File: src/sv/assert_macros.svh
// ----------------------------------------------------------------------------
// assertion macros
// concurrent checks, compiled away when SYNTH is defined
// ----------------------------------------------------------------------------
`ifndef ASSERT_MACROS_SVH
`define ASSERT_MACROS_SVH

`ifndef SYNTH

// same-cycle implication, disabled during reset
`define ASSERT_IMPLIES(label, clk, rst_n, ante, cons) \
  label: assert property (@(posedge clk) disable iff (!(rst_n)) (ante) |-> (cons)) \
    else $error("assertion failed: implication");

// next-cycle implication, disabled during reset
`define ASSERT_NEXT(label, clk, rst_n, ante, cons) \
  label: assert property (@(posedge clk) disable iff (!(rst_n)) (ante) |=> (cons)) \
    else $error("assertion failed: next-cycle implication");

`else

`define ASSERT_IMPLIES(label, clk, rst_n, ante, cons)
`define ASSERT_NEXT(label, clk, rst_n, ante, cons)

`endif

`endif

File: src/sv/srem_pkg.sv
// ----------------------------------------------------------------------------
// srem_pkg
// shared widths and the per-stage record of the remainder pipeline
// ----------------------------------------------------------------------------
package srem_pkg;

  localparam int DATA_W    = 64;
  localparam int NUM_STEPS = DATA_W;

  typedef logic [DATA_W-1:0] word_t;

  // one item in flight through the shift-subtract stages
  typedef struct packed {
    logic  neg;       // numerator was negative
    logic  den_zero;  // divisor is zero, result forced to zero
    word_t rem;       // partial remainder
    word_t dvd;       // dividend bits not yet shifted in (msb first)
    word_t dsr;       // divisor magnitude
  } stage_t;

endpackage

File: src/sv/srem_out.sv
// ----------------------------------------------------------------------------
// srem_out
// sign fix-up, output register and skid buffer
// ----------------------------------------------------------------------------
module srem_out (
  input  logic                 clk_i,
  input  logic                 rst_ni,
  input  srem_pkg::stage_t     st_i,
  input  logic                 valid_i,
  output logic                 en_o,
  output logic                 out_valid_o,
  input  logic                 out_ready_i,
  output srem_pkg::word_t      out_data_o
);
  import srem_pkg::*;

  word_t res_d, res_q;
  logic  res_valid_q;
  word_t skid_q;
  logic  skid_valid_q;

  // the whole pipe moves whenever the skid slot is free
  assign en_o = !skid_valid_q;

  always_comb begin
    if (st_i.den_zero) begin
      res_d = '0;
    end else if (st_i.neg) begin
      res_d = (~st_i.rem) + DATA_W'(1);
    end else begin
      res_d = st_i.rem;
    end
  end

  always_ff @(posedge clk_i) begin
    if (en_o) begin
      res_q <= res_d;
    end
    if (en_o && res_valid_q && !out_ready_i) begin
      skid_q <= res_q;
    end
  end

  always_ff @(posedge clk_i or negedge rst_ni) begin
    if (!rst_ni) begin
      res_valid_q  <= 1'b0;
      skid_valid_q <= 1'b0;
    end else begin
      if (en_o) begin
        res_valid_q <= valid_i;
      end
      if (skid_valid_q) begin
        if (out_ready_i) begin
          skid_valid_q <= 1'b0;
        end
      end else if (res_valid_q && !out_ready_i) begin
        skid_valid_q <= 1'b1;
      end
    end
  end

  // the skid entry is always older than the output register
  assign out_valid_o = skid_valid_q || res_valid_q;
  assign out_data_o  = skid_valid_q ? skid_q : res_q;
endmodule

File: config.mk
export PLATFORM = sky130hd
export DESIGN_NAME = srem_out
export DESIGN_NICKNAME = d
export VERILOG_FILES = /design/src/sv/assert_macros.svh /design/src/sv/srem_pkg.sv /design/src/sv/srem_out.sv
export SDC_FILE = /design/constraint.sdc
export NUM_CORES = 1
export LEC_CHECK = 0
export ABC_CLOCK_PERIOD_IN_PS = 6800
export BUFFER_PORTS_ARGS = -buffer_cell sky130_fd_sc_hd__buf_2
export CAP_MARGIN = 40
export CORE_MARGIN = 5
export CORE_UTILIZATION = 50
export DETAILED_ROUTE_END_ITERATION = 7
export HOLD_SLACK_MARGIN = 0.06
export PLACE_DENSITY = 0.81
export SYNTH_ARGS = -nofsm -noshare
export SYNTH_HDL_FRONTEND = slang
export SYNTH_SLANG_ARGS = --single-unit
File: constraint.sdc
create_clock -name clk_i -period 6.8 [get_ports clk_i]
set_input_delay 1.02 -clock clk_i [delete_from_list [all_inputs] [get_ports clk_i]]
set_output_delay 1.02 -clock clk_i [all_outputs]
set_load 0.02 [all_outputs]
==> results.py <==
metrics = {
    "status": {
        "status": "completed",
    },
    "clock_tree": {
        "clkTransAtPathRegs_ns": 0.06,
        "cts_max_level": 4,
        "clk_path_buf_depth": 2,
        "cts.sinks": 130,
        "cts_setup_buffers": 0,
        "post_cts_resized": 0,
        "cts_buffers": 17,
        "hold_buffers": 0,
        "worstSkewPairLatency_ns": 0.42,
        "clockRootBuffer": "clkbuf_16",
        "cts_tree": "built",
    },
    "run": {
        "max_cap_viol_count": 0,
    },
    "routing": {
        "ant_nets": 0,
        "dr_total_vias": 5269,
        "wl_mm": 17.43,
        "firstDrtPassIters": 5,
        "drc": 0,
        "routedWlPerCell_um": 19.43,
        "viasPerCell": 5.874,
        "first_iter_violations": 415,
    },
    "place": {
        "portBuffers": 135,
        "gp_congestion": 0.9369,
        "hpwlAfterDp_mm": 11.71,
    },
    "logic_synthesis": {
        "synth_top_area_share_pct": 55.34,
        "synth-main-ff-cell": "edfxtp_1",
        "synth_cells": 573,
        "yosysMostFrequentCell": "edfxtp_1",
        "ys_ff_latch": 130,
        "synth_edf_count": 128,
        "yosys.area.top_type": "edfxtp_1",
        "async_flop_share_pct": 1.538,
        "syn_avg_cell_area_um2": 12.12,
        "yosys_warnings": 0,
        "synth.area.top_cells": "edfxtp_1 (55%), mux2_2 (12%), xor2_1 (4.2%), nor2_1 (4.1%), nor3_1 (1.9%)",
        "synth_cell_types": 57,
        "syn-num-nets": 772,
        "synth_common_cells": "edfxtp_1 (128), mux2_2 (77), nor2_1 (76)",
        "synth_area_um2": 6945,
        "seq_area_frac_synth_pct": 56.06,
    },
    "timing": {
        "worstMarginPinSlew_ns": 0.9372,
        "finalHoldViolations": 0,
        "report.final.slew_viol_count": 0,
        "fin_worst_skew_ns": 0.005436,
        "rsz0062_at_grt": "false",
        "fin_setup_tns_ns": 0,
        "final.period_utilization_pct": 52.76,
        "period_needed_ns": 3.588,
        "setup_viol": 0,
        "maxSlewHeadroom_pct": 37.52,
        "max_freq_mhz": 278.7,
        "timing.hold.ws_ns": 0.3810,
    },
    "die": {
        "fp.dieH_um": 127.9,
        "top_level_ports": 264,
        "rows": 43,
        "core_area_um2": 13770,
        "die-area_um2": 16350,
        "start_util_pct": 50.43,
        "die_x_um": 127.9,
    },
    "global_route": {
        "antenna_found_initial": 1,
        "first_global_vias": 5269,
        "grt_max_degree": 77,
        "grt_pass1_wl_mm": 27.70,
        "grt_usage_pct": 21.75,
        "grt_overflow": 0,
    },
    "power": {
        "irDropWorstVdd_mv": 0.1428,
        "leakage_nw": 3.140,
        "powerDensity_nw_per_um2": 276.3,
    },
    "critical_path": {
        "endpoint_kind": "flop",
        "cp_max_fo": 50,
        "path_class": "primary input to flop",
        "reg2reg_from": "skid_valid_q$_DFF_PN0_",
        "cp.required_ns": 7.05,
        "r2r_slack_ns": 4.64,
        "cp.arrival_ns": 3.84,
        "crit_path_start_kind": "primary input",
        "startpoint": "st_i[193]",
    },
    "layout": {
        "nets": 901,
        "area_growth_pct": 20.59,
        "drive_gt1_share_pct": 37.76,
    },
    "hold_path": {
        "holdCritPathClass": "primary input to async pin",
    },
}
-- cells in the final DEF (no fill, tap or decap), types with 2 or more instances in the layout --
| master | n |
|---|---|
| inv_1 | 8 |
| o41ai_1 | 15 |
| nand3_1 | 6 |
| buf_4 | 6 |
| nand4_1 | 8 |
| clkinv_4 | 2 |
| a41oi_1 | 2 |
| a31oi_1 | 11 |
| diode_2 | 2 |
| o31ai_1 | 10 |
| o21a_1 | 2 |
| xor2_1 | 33 |
| nand4b_1 | 2 |
| clkinvlp_4 | 4 |
| mux2_2 | 77 |
| or3_1 | 6 |
| mux2i_1 | 6 |
| nor3_1 | 27 |
| o211ai_1 | 6 |
| xnor2_1 | 4 |
| a21oi_1 | 6 |
| or2_2 | 4 |
| edfxtp_1 | 128 |
| nand2b_1 | 2 |
| o21ai_0 | 11 |
| bufinv_16 | 3 |
| or3_2 | 2 |
| buf_2 | 135 |
| nor4_2 | 3 |
| nor2_1 | 76 |
| nand3b_1 | 3 |
| o31a_1 | 2 |
| clkinv_2 | 3 |
| nor4_1 | 14 |
| clkbuf_1 | 2 |
| nand2_1 | 25 |
| and2_1 | 2 |
| nor2b_1 | 15 |
| clkbuf_16 | 17 |
-- power by group --
| group | switching (mW) | internal [mW] |
|---|---|---|
| logic | 0.238 | 0.148 |
| clock network | 0.340 | 0.575 |
| registers | 0.0299 | 0.982 |
-- worst max-delay path: stages --
cell	delay, ns
buf_2	0.70
clkinv_1	0.95
or3_2	0.77
nor2_1	0.16
a311oi_2	0.07
o211ai_1	0.13
-- stage by stage --
stage / setup slack (ns) / cells / utilization, % / power, mW / instance area, µm²
floorplan: 0.5478 / 573 / - / 1.274 / 6945
global placement: 3.009 / 863 / 56.46 / 1.399 / 7776
detailed placement: 2.939 / 863 / 56.46 / 1.413 / 7776
CTS: 3.301 / 895 / 60.77 / 2.327 / 8371
global route: 3.118 / 896 / 60.79 / 2.406 / 8373
finish: 3.212 / 897 / 60.81 / 2.314 / 8376
-- registers in the layout (all words and copies together) (netlist names) --
| signal | count |
|---|---|
| skid_q | 64 |
| skid_valid_q | 1 |
| res_q | 64 |
| res_valid_q | 1 |
-- logic make-up after synthesis --
| logic type | share of synthesized area (%) |
|---|---|
| AND/OR/NAND/NOR | 15.80 |
| flip-flops | 56.06 |
| multiplexers | 13.35 |
| AO/OA/AOI/OAI | 7.566 |
| buffers and inverters | 2.378 |
| XOR/XNOR | 4.666 |
| adder cells (fa/ha/maj) | 0.1801 |
-- path summary, 6_finish.rpt --
| kind | to | cells past startpoint |
|---|---|---|
| max in group asynchronous | skid_valid_q$_DFF_PN0_ | 1 |
| worst min register to register | skid_q[47]$_DFFE_PP_ | 0 |
| worst min-delay path | skid_valid_q$_DFF_PN0_ | 1 |
| min in group clk_i | skid_q[47]$_DFFE_PP_ | 0 |
| worst max-delay path | res_q[60]$_SDFFCE_PP0N_ | 6 |
| worst max register to register | skid_q[13]$_DFFE_PP_ | 3 |
-- final cells by class --
type / instances / area (µm²)
Clock buffer: 19 / 432.9
Antenna cell: 2 / 5.005
Fill cell: 1125 / 5398
Tap cell: 180 / 225.2
Clock inverter: 13 / 161.4
Sequential cell: 130 / 3895
Multi-Input combinational cell: 402 / 2898
Inverter: 10 / 37.54
Timing Repair Buffer: 141 / 720.7
-- routing by layer --
metal / GRT usage [%] / routed length, µm / vias up / part of all wire, %
met2: 35.30 / 8411 / 247 / 48
met3: 5.708 / 1228 / 45 / 7.0
met5: 0 / 0 / - / 0
met1: 27.65 / 7216 / 2538 / 41
met4: 9.301 / 568 / 0 / 3.3
li1: - / - / 2439 / -
(Power assumes the default switching activity.)
