[src/sv/assert_macros.svh]
// ----------------------------------------------------------------------------
// assertion macros
// concurrent checks, compiled away when SYNTH is defined
// ----------------------------------------------------------------------------
`ifndef ASSERT_MACROS_SVH
`define ASSERT_MACROS_SVH

`ifndef SYNTH

// same-cycle implication, disabled during reset
`define ASSERT_IMPLIES(label, clk, rst_n, ante, cons) \
  label: assert property (@(posedge clk) disable iff (!(rst_n)) (ante) |-> (cons)) \
    else $error("assertion failed: implication");

// next-cycle implication, disabled during reset
`define ASSERT_NEXT(label, clk, rst_n, ante, cons) \
  label: assert property (@(posedge clk) disable iff (!(rst_n)) (ante) |=> (cons)) \
    else $error("assertion failed: next-cycle implication");

`else

`define ASSERT_IMPLIES(label, clk, rst_n, ante, cons)
`define ASSERT_NEXT(label, clk, rst_n, ante, cons)

`endif

`endif

[src/sv/srem_pkg.sv]
// ----------------------------------------------------------------------------
// srem_pkg
// shared widths and the per-stage record of the remainder pipeline
// ----------------------------------------------------------------------------
package srem_pkg;

  localparam int DATA_W    = 64;
  localparam int NUM_STEPS = DATA_W;

  typedef logic [DATA_W-1:0] word_t;

  // one item in flight through the shift-subtract stages
  typedef struct packed {
    logic  neg;       // numerator was negative
    logic  den_zero;  // divisor is zero, result forced to zero
    word_t rem;       // partial remainder
    word_t dvd;       // dividend bits not yet shifted in (msb first)
    word_t dsr;       // divisor magnitude
  } stage_t;

endpackage

[src/sv/srem_prep.sv]
// ----------------------------------------------------------------------------
// srem_prep
// input stage: operand magnitudes, sign and zero-divisor flags
// ----------------------------------------------------------------------------
module srem_prep (
  input  logic                 clk_i,
  input  logic                 rst_ni,
  input  logic                 en_i,
  input  logic                 valid_i,
  input  srem_pkg::word_t      num_i,
  input  srem_pkg::word_t      den_i,
  output srem_pkg::stage_t     st_o,
  output logic                 valid_o
);
  import srem_pkg::*;

  stage_t st_d, st_q;
  logic   valid_q;

  always_comb begin
    st_d.neg      = num_i[DATA_W-1];
    st_d.den_zero = (den_i == '0);
    st_d.rem      = '0;
    st_d.dvd      = num_i[DATA_W-1] ? (~num_i) + DATA_W'(1) : num_i;
    st_d.dsr      = den_i[DATA_W-1] ? (~den_i) + DATA_W'(1) : den_i;
  end

  always_ff @(posedge clk_i) begin
    if (en_i) begin
      st_q <= st_d;
    end
  end

  always_ff @(posedge clk_i or negedge rst_ni) begin
    if (!rst_ni) begin
      valid_q <= 1'b0;
    end else if (en_i) begin
      valid_q <= valid_i;
    end
  end

  assign st_o    = st_q;
  assign valid_o = valid_q;
endmodule

[config.mk]
export PLATFORM = sky130hd
export DESIGN_NAME = srem_prep
export DESIGN_NICKNAME = d
export VERILOG_FILES = /design/src/sv/assert_macros.svh /design/src/sv/srem_pkg.sv /design/src/sv/srem_prep.sv
export SDC_FILE = /design/constraint.sdc
export NUM_CORES = 1
export LEC_CHECK = 0
export BUFFER_PORTS_ARGS = -buffer_cell sky130_fd_sc_hd__buf_2
export CORE_UTILIZATION = 49
export CTS_CLUSTER_SIZE = 8
export DETAILED_ROUTE_END_ITERATION = 16
export PLACE_DENSITY = 0.82
export SYNTH_ARGS = -nofsm -noshare
export SYNTH_HDL_FRONTEND = slang
export SYNTH_SLANG_ARGS = --single-unit
[constraint.sdc]
create_clock -name clk_i -period 1.3 [get_ports clk_i]
set_clock_uncertainty 0.2 [all_clocks]
set_input_delay 0.13 -clock clk_i [delete_from_list [all_inputs] [get_ports clk_i]]
set_output_delay 0.13 -clock clk_i [all_outputs]
set_load 0.02 [all_outputs]
==> flow_summary.json, run 1 <==
{
  "synth_area_leaders": "edfxtp_1 (51%), xnor2_1 (14%), buf_4 (6.3%)",
  "core.rowCount": 45,
  "start_util_pct": 50.06,
  "cts_buffer_depth": 2,
  "synth_ff_type": "edfxtp_1",
  "yosysWarnings": 0,
  "cts_buffers": 17,
  "fp.dieW_um": 126.6,
  "syn_avg_cell_area_sq_um": 12.08,
  "cts.sinks": 131,
  "firstError": "[ERROR DPL-0038] Utilization greater than 100%, impossible to legalize",
  "io_pins": 327,
  "failing_step": "5_1_grt",
  "yosys_register_bits": 131,
  "run_status": "aborted with a tool error",
  "synth-edff-count": 130,
  "cts_root_buffer": "clkbuf_16",
  "ys_seq_area_share_pct": 51.63,
  "io_buffers": 262,
  "yosysTopAreaCell": "edfxtp_1",
  "synth_cell_types": 41,
  "endpoint_type": "register data pin",
  "grt_max_degree": 43,
  "die_height_um": 126.6,
  "htreeDepth": 4,
  "async_reset_ff_share_pct": 0.7634,
  "synth_top_area_share_pct": 51.30,
  "syn_inst": 630,
  "finalWeightedCongestion": 0.8775,
  "dpl.hpwl_mm": 16.54,
  "synth_area_sq_um": 7610,
  "crit_endpoint": "st_o[39]$_DFFE_PP_/D"
}
cell families after synthesis:
kind of cell,Yosys count,share of synthesized area [%]
simple gates,171,13.84
flops,131,51.63
xor+xnor,122,14.04
compound gates,105,11.81
buf+inv,97,8.155
fa+ha+maj,2,0.3288
other cells,1,0.04928
mux,1,0.1480
stage by stage:
step           hold slack (ps)  worst slack (ps)  utilization, %  instances  area (sq um)
2_1_floorplan           -365.6            -988.1               -        693          8392
3_3_place_gp            -295.4             -1162           71.58       1256         10880
3_5_place_dp            -291.1             -1192           71.58       1256         10880
4_1_cts                 -8.996            -697.4           92.57       1442         14070
synth_stat cells (2+ instances only):
cell type and number:
nor4_4 2, nor4_2 4, nor4_1 13, buf_4 64
or4_1 19, edfxtp_1 130, nand4_1 7, o41ai_1 11
clkbuf_1 22, nor3_1 12, o21ai_0 26, or4_4 4
xnor2_1 122, buf_6 2, o41ai_2 17, nand3b_1 2
o31ai_1 32, nand2b_1 5, nor2_1 17, o31ai_2 8
or2_2 10, inv_1 7, o21ai_1 11, nand3_1 9
ha_1 2, or3_1 18, nand2_1 40
what timing repair did:
item | CTS
cloned | 2
gates resized for setup | 227
pin swaps | 69
endpoints found under the hold margin | 134
buffers inserted | 23
setup endpoints to repair | 161
hold buffers | 129
==> inputs of run 2 (changes only) <==
--- a/config.mk
+++ b/config.mk
@@ -6,10 +6,9 @@
 export NUM_CORES = 1
 export LEC_CHECK = 0
 export BUFFER_PORTS_ARGS = -buffer_cell sky130_fd_sc_hd__buf_2
-export CORE_UTILIZATION = 49
-export CTS_CLUSTER_SIZE = 8
+export CORE_UTILIZATION = 40
 export DETAILED_ROUTE_END_ITERATION = 16
-export PLACE_DENSITY = 0.82
+export PLACE_DENSITY_LB_ADDON = 0.15
 export SYNTH_ARGS = -nofsm -noshare
 export SYNTH_HDL_FRONTEND = slang
 export SYNTH_SLANG_ARGS = --single-unit
==> run 2 against run 1 <==
Effect of this change: the flow now finishes, with violations (hold timing, setup timing); area after synthesis unchanged; synthesized cell count is the same.
==> flow_summary.json, run 2 <==
{
  "run_status": "finished with violations",
  "violations": "hold timing, setup timing",
  "critical_path.cell_chain": "buf_6 > or4_4 > nor4_4 > nand4_1 > buf_6 > buf_12 > buf_6 > o31ai_4 > xnor2_1",
  "cts_root_buffer": "clkbuf_16",
  "yosysMostFrequentCell": "edfxtp_1",
  "clkLatencyLatePin_ps": 430,
  "synth_commonest_cells": "edfxtp_1 (130), xnor2_1 (122), buf_4 (64), nand2_1 (40), o31ai_1 (32)",
  "layout_common_cells": "buf_4 (199), buf_2 (164), buf_6 (138), edfxtp_1 (130), dlygate4sd3_1 (127)",
  "reg2reg_depth": 1,
  "cts_buffers": 17,
  "synth_top_area_share_pct": 51.30,
  "vias_per_cell": 5.182,
  "end_kind": "register",
  "synth_ff_type": "edfxtp_1",
  "nets": 1405,
  "cp_top_family": "simple AND/OR/NAND/NOR gates",
  "async_reset_ff_share_pct": 0.7634,
  "overflow": 0,
  "io_buffers": 262,
  "cp_slowest_cell": "or4_4",
  "route.vias.total": 7876,
  "postPlaceCellArea_sq_um": 10970,
  "syn_inst": 630,
  "crit_buf_inv": 4,
  "synth_cell_types": 41,
  "largest_reg_flops": 130,
  "finalCritPeriodShare_pct": 164.8,
  "die_area_sq_um": 19580,
  "drt_wl_total_mm": 30.70,
  "path_depth": 9,
  "finalHoldViolCount": 1,
  "syn_avg_cell_area_sq_um": 12.08,
  "relSlewSlack_pct": 66.56,
  "worst_pin_slew_ps": 499.7,
  "crit_top_cell": "buf_6",
  "slew_violations": 0,
  "startpoint": "den_i[2]",
  "critPathMaxStageDelay_ps": 570,
  "htreeDepth": 4,
  "finalSetupTns_ps": -61360,
  "dr.first_iter.drc_count": 425,
  "p_per_area_nw_per_um2": 947.5,
  "max_freq_mhz": 466.9,
  "cts.sinks": 131,
  "layout_min_cycle_time_ps": 2142,
  "io_pins": 327,
  "drive_above_1_share_pct": 58.26,
  "path_class": "in2reg",
  "grt_antenna_before_repair": 2,
  "grt_pass1_wl_mm": 41.92,
  "ys_seq_area_share_pct": 51.63,
  "grt_max_degree": 35,
  "dp_cells": 1304,
  "ant_nets": 0,
  "hold_ws_ps": -1.566,
  "clk_pin_slew_ps": 70,
  "holdPathStages": 4,
  "synth-edff-count": 130,
  "grt_pass1_vias": 7884,
  "min_from": "num_i[3]",
  "core.rowCount": 50,
  "yosys_register_bits": 131,
  "worst_slack_ps": -841.8,
  "yosysTopAreaCell": "edfxtp_1",
  "arrival_ps": 2100,
  "regToRegStartpoint": "valid_o$_DFFE_PN0P_",
  "critPathLaunchType": "input pin",
  "min_path_type": "in2reg",
  "required_ps": 1260,
  "synth_area_sq_um": 7610,
  "critPathMaxFanout": 4,
  "start_util_pct": 40.68,
  "dpl.hpwl_mm": 16.27,
  "setup_viol": 141,
  "firstDrtPassIters": 4,
  "cts_tree": "yes",
  "cts_buffer_depth": 2,
  "stdcell_count": 1520,
  "p_leak_nw": 6.392,
  "rsz0062_at_grt": "true",
  "final_util_pct": 81.79,
  "irDropWorstVdd_v": 0.0009226,
  "final_area_sq_um": 15300,
  "finalWeightedCongestion": 0.8554,
  "route.detailed.drc": 0,
  "synth_area_leaders": "edfxtp_1 (51%), xnor2_1 (14%), buf_4 (6.3%)",
  "coreArea_sq_um": 18710,
  "mostFrequentLayoutCell": "buf_4",
  "track_usage_pct": 27.89,
  "die_height_um": 139.9,
  "fp.dieW_um": 139.9,
  "cap_violations": 0,
  "wl_per_cell_um": 20.19,
  "area_delta_synth_final_pct": 101.1,
  "yosysWarnings": 0
}
-- run 2: layer usage --
metal | track usage [%] | up-vias | wire (um) | part of all wire (%)
li1 | - | 3556 | - | -
met1 | 31.11 | 3863 | 11090 | 36
met2 | 51.87 | 371 | 16440 | 54
met3 | 6.838 | 82 | 2062 | 6.7
met4 | 8.849 | 4 | 1074 | 3.5
met5 | 0 | - | 31 | 0.10
-- run 2: cells by family (layout without fill, tap and decap cells) --
family / after synthesis / in the layout / synth area share (%)
adders and majority gates: 2 / 2 / 0.3288
DFF: 131 / 131 / 51.63
AOI/OAI and AO/OA: 105 / 105 / 11.81
xor gates and xnor gates: 122 / 122 / 14.04
other: 1 / 66 / 0.04928
and+or+nand+nor: 171 / 171 / 13.84
muxes: 1 / 1 / 0.1480
buffers and inverters: 97 / 688 / 8.155
-- run 2: through the flow --
stage                     worst slack, ps  hold slack (ps)  power (mW)
after floorplan                    -988.1           -365.6       6.981
after global placement              -1172           -294.5       8.200
after detailed placement            -1202           -292.9       8.221
after CTS                          -725.1           -7.680       13.96
after global routing               -857.2            5.037       14.93
final                              -841.8           -1.566       14.50
-- run 2: where the power goes --
| group | internal (mW) | switching (mW) | leakage [nW] |
|---|---|---|---|
| sequential | 5.19 | 0.188 | 1.28 |
| clock | 3.23 | 1.98 | 0.298 |
| combinational | 1.88 | 2.03 | 4.81 |
| total | 10.3 | 4.20 | 6.39 |
-- run 2: path summary, 6_finish.rpt --
| check | end | slack (ps) |
|---|---|---|
| min in group asynchronous | valid_o$_DFFE_PN0P_ | 390 |
| hold reg to reg | valid_o$_DFFE_PN0P_ | 380 |
| setup / recovery | st_o[47]$_DFFE_PP_ | -840 |
| max in group asynchronous | valid_o$_DFFE_PN0P_ | 390 |
| hold / removal | st_o[68]$_DFFE_PP_ | -2 |
| setup reg to reg | valid_o$_DFFE_PN0P_ | 310 |
-- run 2: cell type report --
| type | instances | area (sq um) |
|---|---|---|
| Sequential cell | 131 | 3929 |
| Tap cell | 234 | 292.8 |
| Fill cell | 957 | 3406 |
| Timing Repair Buffer | 649 | 5550 |
| Multi-Input combinational cell | 465 | 4865 |
| Antenna cell | 2 | 5.005 |
| Clock inverter | 11 | 151.4 |
| Inverter | 7 | 26.28 |
| Clock buffer | 21 | 480.5 |
-- run 2: repair_timing --
item,in CTS,in global routing
pin swaps,54,55
endpoints found under the setup margin,160,214
endpoints found under the hold margin,133,0
buffers inserted,24,31
hold buffers,129,0
resized for setup,219,195
gates cloned,2,1
(Power assumes the default switching activity.)
