`src/sv/assert_macros.svh`:
```
// ----------------------------------------------------------------------------
// assertion macros
// concurrent checks, compiled away when SYNTH is defined
// ----------------------------------------------------------------------------
`ifndef ASSERT_MACROS_SVH
`define ASSERT_MACROS_SVH

`ifndef SYNTH

// same-cycle implication, disabled during reset
`define ASSERT_IMPLIES(label, clk, rst_n, ante, cons) \
  label: assert property (@(posedge clk) disable iff (!(rst_n)) (ante) |-> (cons)) \
    else $error("assertion failed: implication");

// next-cycle implication, disabled during reset
`define ASSERT_NEXT(label, clk, rst_n, ante, cons) \
  label: assert property (@(posedge clk) disable iff (!(rst_n)) (ante) |=> (cons)) \
    else $error("assertion failed: next-cycle implication");

`else

`define ASSERT_IMPLIES(label, clk, rst_n, ante, cons)
`define ASSERT_NEXT(label, clk, rst_n, ante, cons)

`endif

`endif

```
`src/sv/srem_pkg.sv`:
```
// ----------------------------------------------------------------------------
// srem_pkg
// shared widths and the per-stage record of the remainder pipeline
// ----------------------------------------------------------------------------
package srem_pkg;

  localparam int DATA_W    = 64;
  localparam int NUM_STEPS = DATA_W;

  typedef logic [DATA_W-1:0] word_t;

  // one item in flight through the shift-subtract stages
  typedef struct packed {
    logic  neg;       // numerator was negative
    logic  den_zero;  // divisor is zero, result forced to zero
    word_t rem;       // partial remainder
    word_t dvd;       // dividend bits not yet shifted in (msb first)
    word_t dsr;       // divisor magnitude
  } stage_t;

endpackage

```
`src/sv/srem_step.sv`:
```
// ----------------------------------------------------------------------------
// srem_step
// one restoring shift-subtract step, registered
// ----------------------------------------------------------------------------
module srem_step (
  input  logic                 clk_i,
  input  logic                 rst_ni,
  input  logic                 en_i,
  input  srem_pkg::stage_t     st_i,
  input  logic                 valid_i,
  output srem_pkg::stage_t     st_o,
  output logic                 valid_o
);
  import srem_pkg::*;

  stage_t            st_d, st_q;
  logic              valid_q;
  word_t             shifted;
  logic [DATA_W:0]   diff;

  always_comb begin
    // with a nonzero divisor, rem < divisor <= 2^63, so the top bit shifted out is zero
    shifted       = {st_i.rem[DATA_W-2:0], st_i.dvd[DATA_W-1]};
    diff          = {1'b0, shifted} - {1'b0, st_i.dsr};
    st_d          = st_i;
    st_d.rem      = diff[DATA_W] ? shifted : diff[DATA_W-1:0];
    st_d.dvd      = {st_i.dvd[DATA_W-2:0], 1'b0};
  end

  always_ff @(posedge clk_i) begin
    if (en_i) begin
      st_q <= st_d;
    end
  end

  always_ff @(posedge clk_i or negedge rst_ni) begin
    if (!rst_ni) begin
      valid_q <= 1'b0;
    end else if (en_i) begin
      valid_q <= valid_i;
    end
  end

  assign st_o    = st_q;
  assign valid_o = valid_q;
endmodule

```
`config.mk`:
```
export PLATFORM = sky130hd
export DESIGN_NAME = srem_step
export DESIGN_NICKNAME = d
export VERILOG_FILES = /design/src/sv/assert_macros.svh /design/src/sv/srem_pkg.sv /design/src/sv/srem_step.sv
export SDC_FILE = /design/constraint.sdc
export NUM_CORES = 1
export LEC_CHECK = 0
export BUFFER_PORTS_ARGS = -buffer_cell sky130_fd_sc_hd__buf_2
export CORE_AREA = 2 2 154 156
export DETAILED_ROUTE_END_ITERATION = 7
export DIE_AREA = 0 0 156 158
export PLACE_DENSITY_LB_ADDON = 0.25
export SLEW_MARGIN = 20
export SYNTH_ARGS = -nofsm -noshare
export SYNTH_HDL_FRONTEND = slang
export SYNTH_SLANG_ARGS = --single-unit
```
`constraint.sdc`:
```
create_clock -name clk_i -period 1.6 [get_ports clk_i]
set_clock_uncertainty 0.15 [all_clocks]
set_input_delay 0.08 -clock clk_i [delete_from_list [all_inputs] [get_ports clk_i]]
set_output_delay 0.08 -clock clk_i [all_outputs]
set_load 0.02 [all_outputs]
```
==> results of run 1 <==
[flip-flops by register name, summed over array words and instances (netlist names)]
name,count
st_o,193
valid_o,1
[tightest hold or removal path, cell delays in order]
cell and delay [ns]:
sky130_fd_sc_hd__buf_2 0.10, sky130_fd_sc_hd__buf_4 0.11, sky130_fd_sc_hd__and3_1 0.15, sky130_fd_sc_hd__a31o_1 0.11
[worst max path at each step]
| stage | depth (start not counted) | to | start |
|---|---|---|---|
| CTS | 15 | st_o[174] | st_i[127] |
| global route | 17 | st_o[139] | st_i[127] |
| global placement | 14 | st_o[183] | st_i[1] |
| detailed placement | 14 | st_o[183] | st_i[1] |
| floorplan | 13 | st_o[132] | st_i[127] |
| finish | 17 | st_o[139] | st_i[127] |
[kinds of logic after synthesis]
kind of cell             Yosys count  share of synthesized area (%)
other                              1                         0.0339
multiplexers                      10                           1.29
buffers and inverters            130                           5.48
adder cells (fa/ha/maj)           65                           7.43
AO/OA/AOI/OAI                    284                           17.0
AND/OR/NAND/NOR                  268                           11.5
flip-flops                       194                           52.7
XOR/XNOR                          59                           4.67
[cell usage in the layout (no fill, tap or decap), types with 7 or more instances in the layout]
cell	instances
sky130_fd_sc_hd__buf_12	10
sky130_fd_sc_hd__ha_4	15
sky130_fd_sc_hd__buf_16	7
sky130_fd_sc_hd__diode_2	9
sky130_fd_sc_hd__o21bai_1	15
sky130_fd_sc_hd__o21ai_0	22
sky130_fd_sc_hd__a21oi_1	71
sky130_fd_sc_hd__xnor2_1	30
sky130_fd_sc_hd__a21o_1	34
sky130_fd_sc_hd__xor2_1	21
sky130_fd_sc_hd__nor3_1	11
sky130_fd_sc_hd__nor2_1	66
sky130_fd_sc_hd__o21ai_1	8
sky130_fd_sc_hd__buf_6	21
sky130_fd_sc_hd__nand3_1	8
sky130_fd_sc_hd__clkbuf_16	22
sky130_fd_sc_hd__nor2_4	8
sky130_fd_sc_hd__nor2_2	28
sky130_fd_sc_hd__inv_2	11
sky130_fd_sc_hd__o21a_1	7
sky130_fd_sc_hd__and3_1	7
sky130_fd_sc_hd__mux2_4	9
sky130_fd_sc_hd__nand2_1	67
sky130_fd_sc_hd__nand4_1	24
sky130_fd_sc_hd__inv_1	71
sky130_fd_sc_hd__buf_4	304
sky130_fd_sc_hd__ha_1	44
sky130_fd_sc_hd__a21oi_2	63
sky130_fd_sc_hd__edfxtp_1	193
sky130_fd_sc_hd__buf_2	383
sky130_fd_sc_hd__dlygate4sd3_1	197
[stage by stage]
stage,cells,instance area [sq um],setup WS (ns)
floorplan,1011,11300,-0.977
global placement,1944,15600,-1.41
detailed placement,1944,15600,-1.43
CTS,2188,18800,-0.914
global route,2227,19800,-1.09
finish,2230,19800,-1.07
[cell type report]
type / count / area [sq um]
inverter: 85 / 332
clock inverter: 14 / 170
antenna: 9 / 22.5
multi-input combinational: 688 / 5670
clock buffer: 18 / 429
timing repair buffer: 932 / 7000
tap: 290 / 363
sequential: 194 / 5820
fill: 1102 / 3250
[what timing repair did]
action / CTS / global route
hold buffers: 194 / 3
cloned: 8 / 6
setup endpoints to repair: 64 / 64
endpoints found under the hold margin: 212 / 2
pin swaps: 33 / 36
gates resized for setup: 77 / 161
buffers inserted: 10 / 27
[metal layers]
metal | share of wire (%) | vias to the layer above | track usage (%)
li1 | - | 5501 | -
met1 | 34 | 5896 | 37.8
met2 | 49 | 810 | 60.6
met3 | 9.7 | 231 | 7.53
met4 | 6.7 | 4 | 18.0
met5 | 0.051 | - | 0
[where the power goes]
| part | internal (mW) | switching, mW |
|---|---|---|
| Sequential | 6.21 | 0.194 |
| Combinational | 3.07 | 3.48 |
| Clock | 2.15 | 2.48 |
| Total | 11.4 | 6.16 |
==> Flow_metrics.wiki, run 1 <==
{| class="wikitable"
! Metric !! Value
|-
| R2R setup slack || approximately 0.71 ns
|-
| Count of vias placed by the detailed router || ~12k
|-
| Fraction of synthesized cell area taken by the top area cell type || 52.4%
|-
| Peak Freq || around 370 MHz
|-
| Result of the run || finished, violations left
|-
| Maximum fanout along the worst path || 7
|-
| Endpoints failing hold || 0
|-
| Fraction of final layout cells with drive strength greater than 1 || about half
|-
| RD Place Congestion || about 0.89
|-
| Total CTS buffers || 17
|-
| Count of cells along the worst register-to-register path || 1
|-
| CP cell instances || buf_8 > inv_8 > ha_4 > fa_2 > nand2b_4 > a21o_1 > a21oi_2 > o211a_4 > buf_6 > o2111ai_4 > nand3_4 > nand3_4 > buf_6 > nand2_8 > buf_8 > nor2_2 > a21oi_2
|-
| Path category of the worst min-delay check || in -> reg
|-
| Netlist area before placement || ~11000 sq um
|-
| Count of input and output buffers || just under 400
|-
| Clock period minus worst slack || between 2 and 3 ns
|-
| Synthesized area per cell || ~11 sq um
|-
| Final nets || 2181
|-
| Part of the Yosys area used for sequential elements || between 50 and 60%
|-
| Post-detail-place hpwl || 26.8 mm
|-
| Kind of cell adding the most delay to the critical path || compound AO/OA/AOI/OAI gates
|-
| EDFF count, synth || between 150 and 200
|-
| Syn-to-layout area delta || 79.1%
|-
| Vias per inst || approximately 5.6
|-
| Clock net sink count || a little under 200
|-
| Site Rows || between 50 and 60
|-
| Most frequently used flop master after synthesis || sky130_fd_sc_hd__edfxtp_1
|-
| Capturing point of the worst reg2reg path || valid_o
|-
| Worst path slowest cell || sky130_fd_sc_hd__fa_2
|-
| Post-route total power || ~18 mW
|-
| Peak supply drop || between 0.7 and 0.8 mV
|-
| Overflow left after global routing || 0
|-
| Element type at the critical path end || flop
|-
| Gate count of the mapped netlist || 1011
|-
| Final setup violation count || between 60 and 70
|-
| Share of the core filled with cells in the final layout || between 80% and 90%
|-
| GRT Overall Usage || 33.9%
|-
| Hold Crit Start || st_i[182]
|-
| Number of pins exceeding their max-slew limit in the final report || 0
|-
| Critical path required time || around 1.7 ns
|-
| Number of global-route vias before repair || 12.2k
|-
| Clock network latency to the later pin of the worst-skew pair || 0.45 ns
|-
| Endpoint arrival time on the critical path || ~2.8 ns
|-
| Count leader, synth || sky130_fd_sc_hd__edfxtp_1
|-
| Final-layout setup total negative slack || -56.24 ns
|-
| Flop and latch count out of synthesis || 194
|-
| Biggest cell delay along the critical path || approximately 0.35 ns
|-
| Number of unique standard cell types used by synthesis || 77
|-
| Routed wire length || about 49 mm
|-
| Initial cell density of the core || between 40 and 50%
|-
| Power density of the placed cells || just under 900 nW/um^2
|-
| Iteration-0 DRC count of the detailed router || roughly 1.2k
|-
| Worst min-delay path endpoint || st_o[183]
|-
| Final worst-path cycle share || 167%
|-
| Net count after synthesis || between 1k and 1.5k
|-
| Worst Setup Slack, final || -1.07 ns
|-
| Worst setup SP type || primary input
|-
| Initial DRT Pass Iterations || 6
|-
| Area of the core || about 23000 sq um
|-
| Violations in the final reports || setup timing
|-
| Count of maximum capacitance violations || 0
|-
| RSZ-0062 raised after global routing || yes
|-
| Leak || about 9 nW
|-
| Average wire per standard cell || 22.1 um
|-
| Largest cells by area after synthesis || sky130_fd_sc_hd__edfxtp_1 52%, sky130_fd_sc_hd__ha_1 7.2%, sky130_fd_sc_hd__a21oi_1 6.0%
|-
| Transition at the pin with the smallest max-transition slack || a little under 0.6 ns
|-
| Critical Setup Path Class || in -> reg
|-
| Remaining routing DRC violations || 0
|-
| Reg-to-reg startpoint || valid_o
|-
| Worst hold stages || 4
|-
| I/O pin count || 393
|-
| Async set or reset register ratio after synthesis || less than 1%
|-
| Pin count of the biggest net entering global routing || about 60
|-
| TritonCTS clock tree || yes
|-
| Maximum number of buffers from clock root to sink || 2
|-
| Yosys Warn Count || 0
|-
| Top post-synthesis cells by count || 193 x sky130_fd_sc_hd__edfxtp_1, 133 x sky130_fd_sc_hd__a21oi_1, 102 x sky130_fd_sc_hd__nor2_1
|-
| Die Span X || around 160 um
|-
| Global-route wire length before repair || ~64 mm
|-
| Max-Slew Margin vs Limit || about three fifths
|-
| Most area-hungry cell type in the Yosys netlist || sky130_fd_sc_hd__edfxtp_1
|-
| Initial antenna violation count || 8
|-
| Full die area || ~25000 sq um
|-
| Number of buffer and inverter instances along the worst setup path || 5
|-
| Hold slack final || approximately 0.058 ns
|-
| CTS root buffer || sky130_fd_sc_hd__clkbuf_16
|-
| Number of antenna-violating nets in the routed design || 0
|-
| Number of levels the H-tree was split into || 4
|-
| Chip Height || between 150 and 200 um
|-
| Reg clk slew, reported paths || 0.09 ns
|}
(Power assumes the default switching activity.)
==> inputs of run 2 (changes only) <==
Settings changed: RECOVER_POWER set to 25, SETUP_SLACK_MARGIN set to 0.02.
==> Flow_metrics.wiki, run 2 (synthesized netlist as in run 1, its figures left out) <==
{| class="wikitable"
! Metric !! Value
|-
| Critical path required time || 1.68 ns (about the same)
|-
| Clock net sink count || 194 (unchanged)
|-
| Filler cells || 1122 (+1.8%)
|-
| CP cell instances || clkbuf_1 > inv_1 > ha_2 > o211ai_1 > a21o_1 > a21oi_2 > o211a_4 > buf_6 > o2111ai_4 > nand3_4 > nand3_4 > buf_6 > nand2_8 > buf_8 > nor2_2 > a21oi_2
|-
| Global-route wire length before repair || 63.8 mm (unchanged)
|-
| I/O pin count || 393 (unchanged)
|-
| Number of antenna-violating nets in the routed design || 0 (unchanged)
|-
| Maximum number of buffers from clock root to sink || 2 (unchanged)
|-
| Fraction of final layout cells with drive strength greater than 1 || 49.7% (-1.5 points)
|-
| TritonCTS clock tree || yes
|-
| Clock network latency to the later pin of the worst-skew pair || 0.44 ns (about the same)
|-
| Hold slack final || 0.0445 ns (-0.0131 ns)
|-
| R2R setup slack || 0.71 ns (about the same)
|-
| Routed wire length || 49.1 mm (-0.24%)
|-
| Area of the core || 23100 sq um (unchanged)
|-
| Max-Slew Margin vs Limit || 63.2% (+2.5 points)
|-
| Total CTS buffers || 17 (unchanged)
|-
| Endpoints failing hold || 0 (unchanged)
|-
| Count of vias placed by the detailed router || 12.4k (-0.23%)
|-
| RD Place Congestion || 0.891 (unchanged)
|-
| Leak || 8.90 nW (-0.90%)
|-
| Critical Setup Path Class || in -> reg
|-
| RSZ-0062 raised after global routing || yes
|-
| Transition at the pin with the smallest max-transition slack || 0.546 ns (-0.0372 ns)
|-
| Iteration-0 DRC count of the detailed router || 1172 (+0.43%)
|-
| Maximum fanout along the worst path || 7 (unchanged)
|-
| Result of the run || finished, violations left
|-
| Worst hold stages || 4 (unchanged)
|-
| Final worst-path cycle share || 174% (+6.5 points)
|-
| Biggest cell delay along the critical path || 0.48 ns (+0.13 ns)
|-
| Final setup violation count || 64 (unchanged)
|-
| Average wire per standard cell || 22.0 um (-0.15%)
|-
| Initial antenna violation count || 8 (unchanged)
|-
| Number of pins exceeding their max-slew limit in the final report || 0 (unchanged)
|-
| Overflow left after global routing || 0 (unchanged)
|-
| Path category of the worst min-delay check || in -> reg
|-
| Worst path slowest cell || sky130_fd_sc_hd__ha_2
|-
| Launching element of the worst setup path || st_i[4]
|-
| Most frequent standard cell in the layout excluding fill and tap cells || sky130_fd_sc_hd__buf_2
|-
| Die Span X || 156 um (unchanged)
|-
| Peak supply drop || 0.773 mV (-0.34%)
|-
| Power density of the placed cells || 888 nW/um^2 (about the same)
|-
| Number of global-route vias before repair || 12.2k (unchanged)
|-
| Count of cells along the worst register-to-register path || 1 (unchanged)
|-
| CTS root buffer || sky130_fd_sc_hd__clkbuf_16
|-
| Vias per inst || 5.57 (-0.14%)
|-
| Clock period minus worst slack || 2.78 ns (+0.104 ns)
|-
| Number of levels the H-tree was split into || 4 (unchanged)
|-
| Area of all sequential standard cells || 5820 sq um (unchanged)
|-
| Most frequent cells in the layout || 353 x sky130_fd_sc_hd__buf_2, 300 x sky130_fd_sc_hd__buf_4, 197 x sky130_fd_sc_hd__dlygate4sd3_1
|-
| Chip Height || 158 um (unchanged)
|-
| Remaining routing DRC violations || 0 (unchanged)
|-
| Full die area || 24600 sq um (unchanged)
|-
| Count of input and output buffers || 390 (unchanged)
|-
| Peak Freq || 360 MHz (-3.7%)
|-
| Syn-to-layout area delta || 78.8%
|-
| Count of maximum capacitance violations || 0 (unchanged)
|-
| Post-detail-place hpwl || 26.8 mm (unchanged)
|-
| Flip-flop count of the largest register after layout || 193 (unchanged)
|-
| Worst Setup Slack, final || -1.18 ns (-0.104 ns)
|-
| GRT Overall Usage || 33.9% (unchanged)
|-
| Initial cell density of the core || 48.0% (unchanged)
|-
| Endpoint arrival time on the critical path || 2.86 ns (+0.10 ns)
|-
| Violations in the final reports || setup timing
|-
| Share of the core filled with cells in the final layout || 85.7% (-0.18 points)
|-
| Pin count of the biggest net entering global routing || 61 (unchanged)
|-
| Final nets || 2181 (unchanged)
|-
| Site Rows || 56 (unchanged)
|-
| Element type at the critical path end || flop
|-
| Reg-to-reg startpoint || valid_o
|-
| Worst setup SP type || primary input
|-
| Final Instance Area || 19800 sq um (-0.21%)
|-
| Placed Area || 15600 sq um (unchanged)
|-
| Reg clk slew, reported paths || 0.09 ns (about the same)
|-
| Area used by multi-input combinational logic || 5670 sq um (unchanged)
|-
| Hold Crit Start || st_i[182]
|-
| Initial DRT Pass Iterations || 6 (unchanged)
|}
run 2: cell count changes in the layout (fill, tap and decap cells not counted), sizes merged:
cell    before  now
buf        729  695
clkbuf      24   58
diode        9    7
run 2: layout make-up:
cell class	count	area share, %
Tap cell	290	1.84
Sequential cell	194	29.5
Clock inverter	14	0.861
Multi-Input combinational cell	688	28.7
Clock buffer	18	2.17
Timing Repair Buffer	932	35.2
Inverter	85	1.68
Antenna cell	7	0.0886
run 2: through the flow:
stage	cells	power (mW)	setup WS, ns	TNS, ns
floorplan	1011	9.11	-0.977	-56.15
global placement	1944	11.2	-1.41	-79.11
detailed placement	1944	11.3	-1.43	-81.51
CTS	2188	16.5	-0.914	-51.06
global route	2226	18.1	-1.24	-66.07
finish	2228	17.5	-1.18	-60.94
run 2: worst paths after layout:
kind,end
min reg2reg,valid_o
min,st_o[183]
max reg2reg,valid_o
max in group asynchronous,valid_o
min in group asynchronous,valid_o
max,st_o[139]
run 2: where the power goes:
part           total [mW]  internal [mW]  switching, mW
clock                4.60           2.15           2.45
combinational        6.54           3.06           3.48
sequential           6.40           6.21          0.193
total                17.5           11.4           6.12
run 2: critical path, delay by kind of cell:
family	cells	cell delay (ns)
simple gates	4	0.42
buf+inv	5	0.69
fa+ha+maj	1	0.48
compound gates	6	1.18
run 2: repair_timing:
action | CTS | global route
hold buffers | 194 | 3
setup buffers | 10 | 27
setup endpoints to repair | 64 | 64
endpoints found under the hold margin | 212 | 2
gates resized for setup | 77 | 161
pin swaps | 33 | 36
gates cloned | 8 | 6
run 2: routing by layer:
metal	GRT usage (%)	up-vias	share of wire (%)
met5	0	-	0.082
met4	18.0	6	6.6
met3	7.53	222	9.4
met2	60.6	786	49
met1	37.8	5901	35
li1	-	5499	-
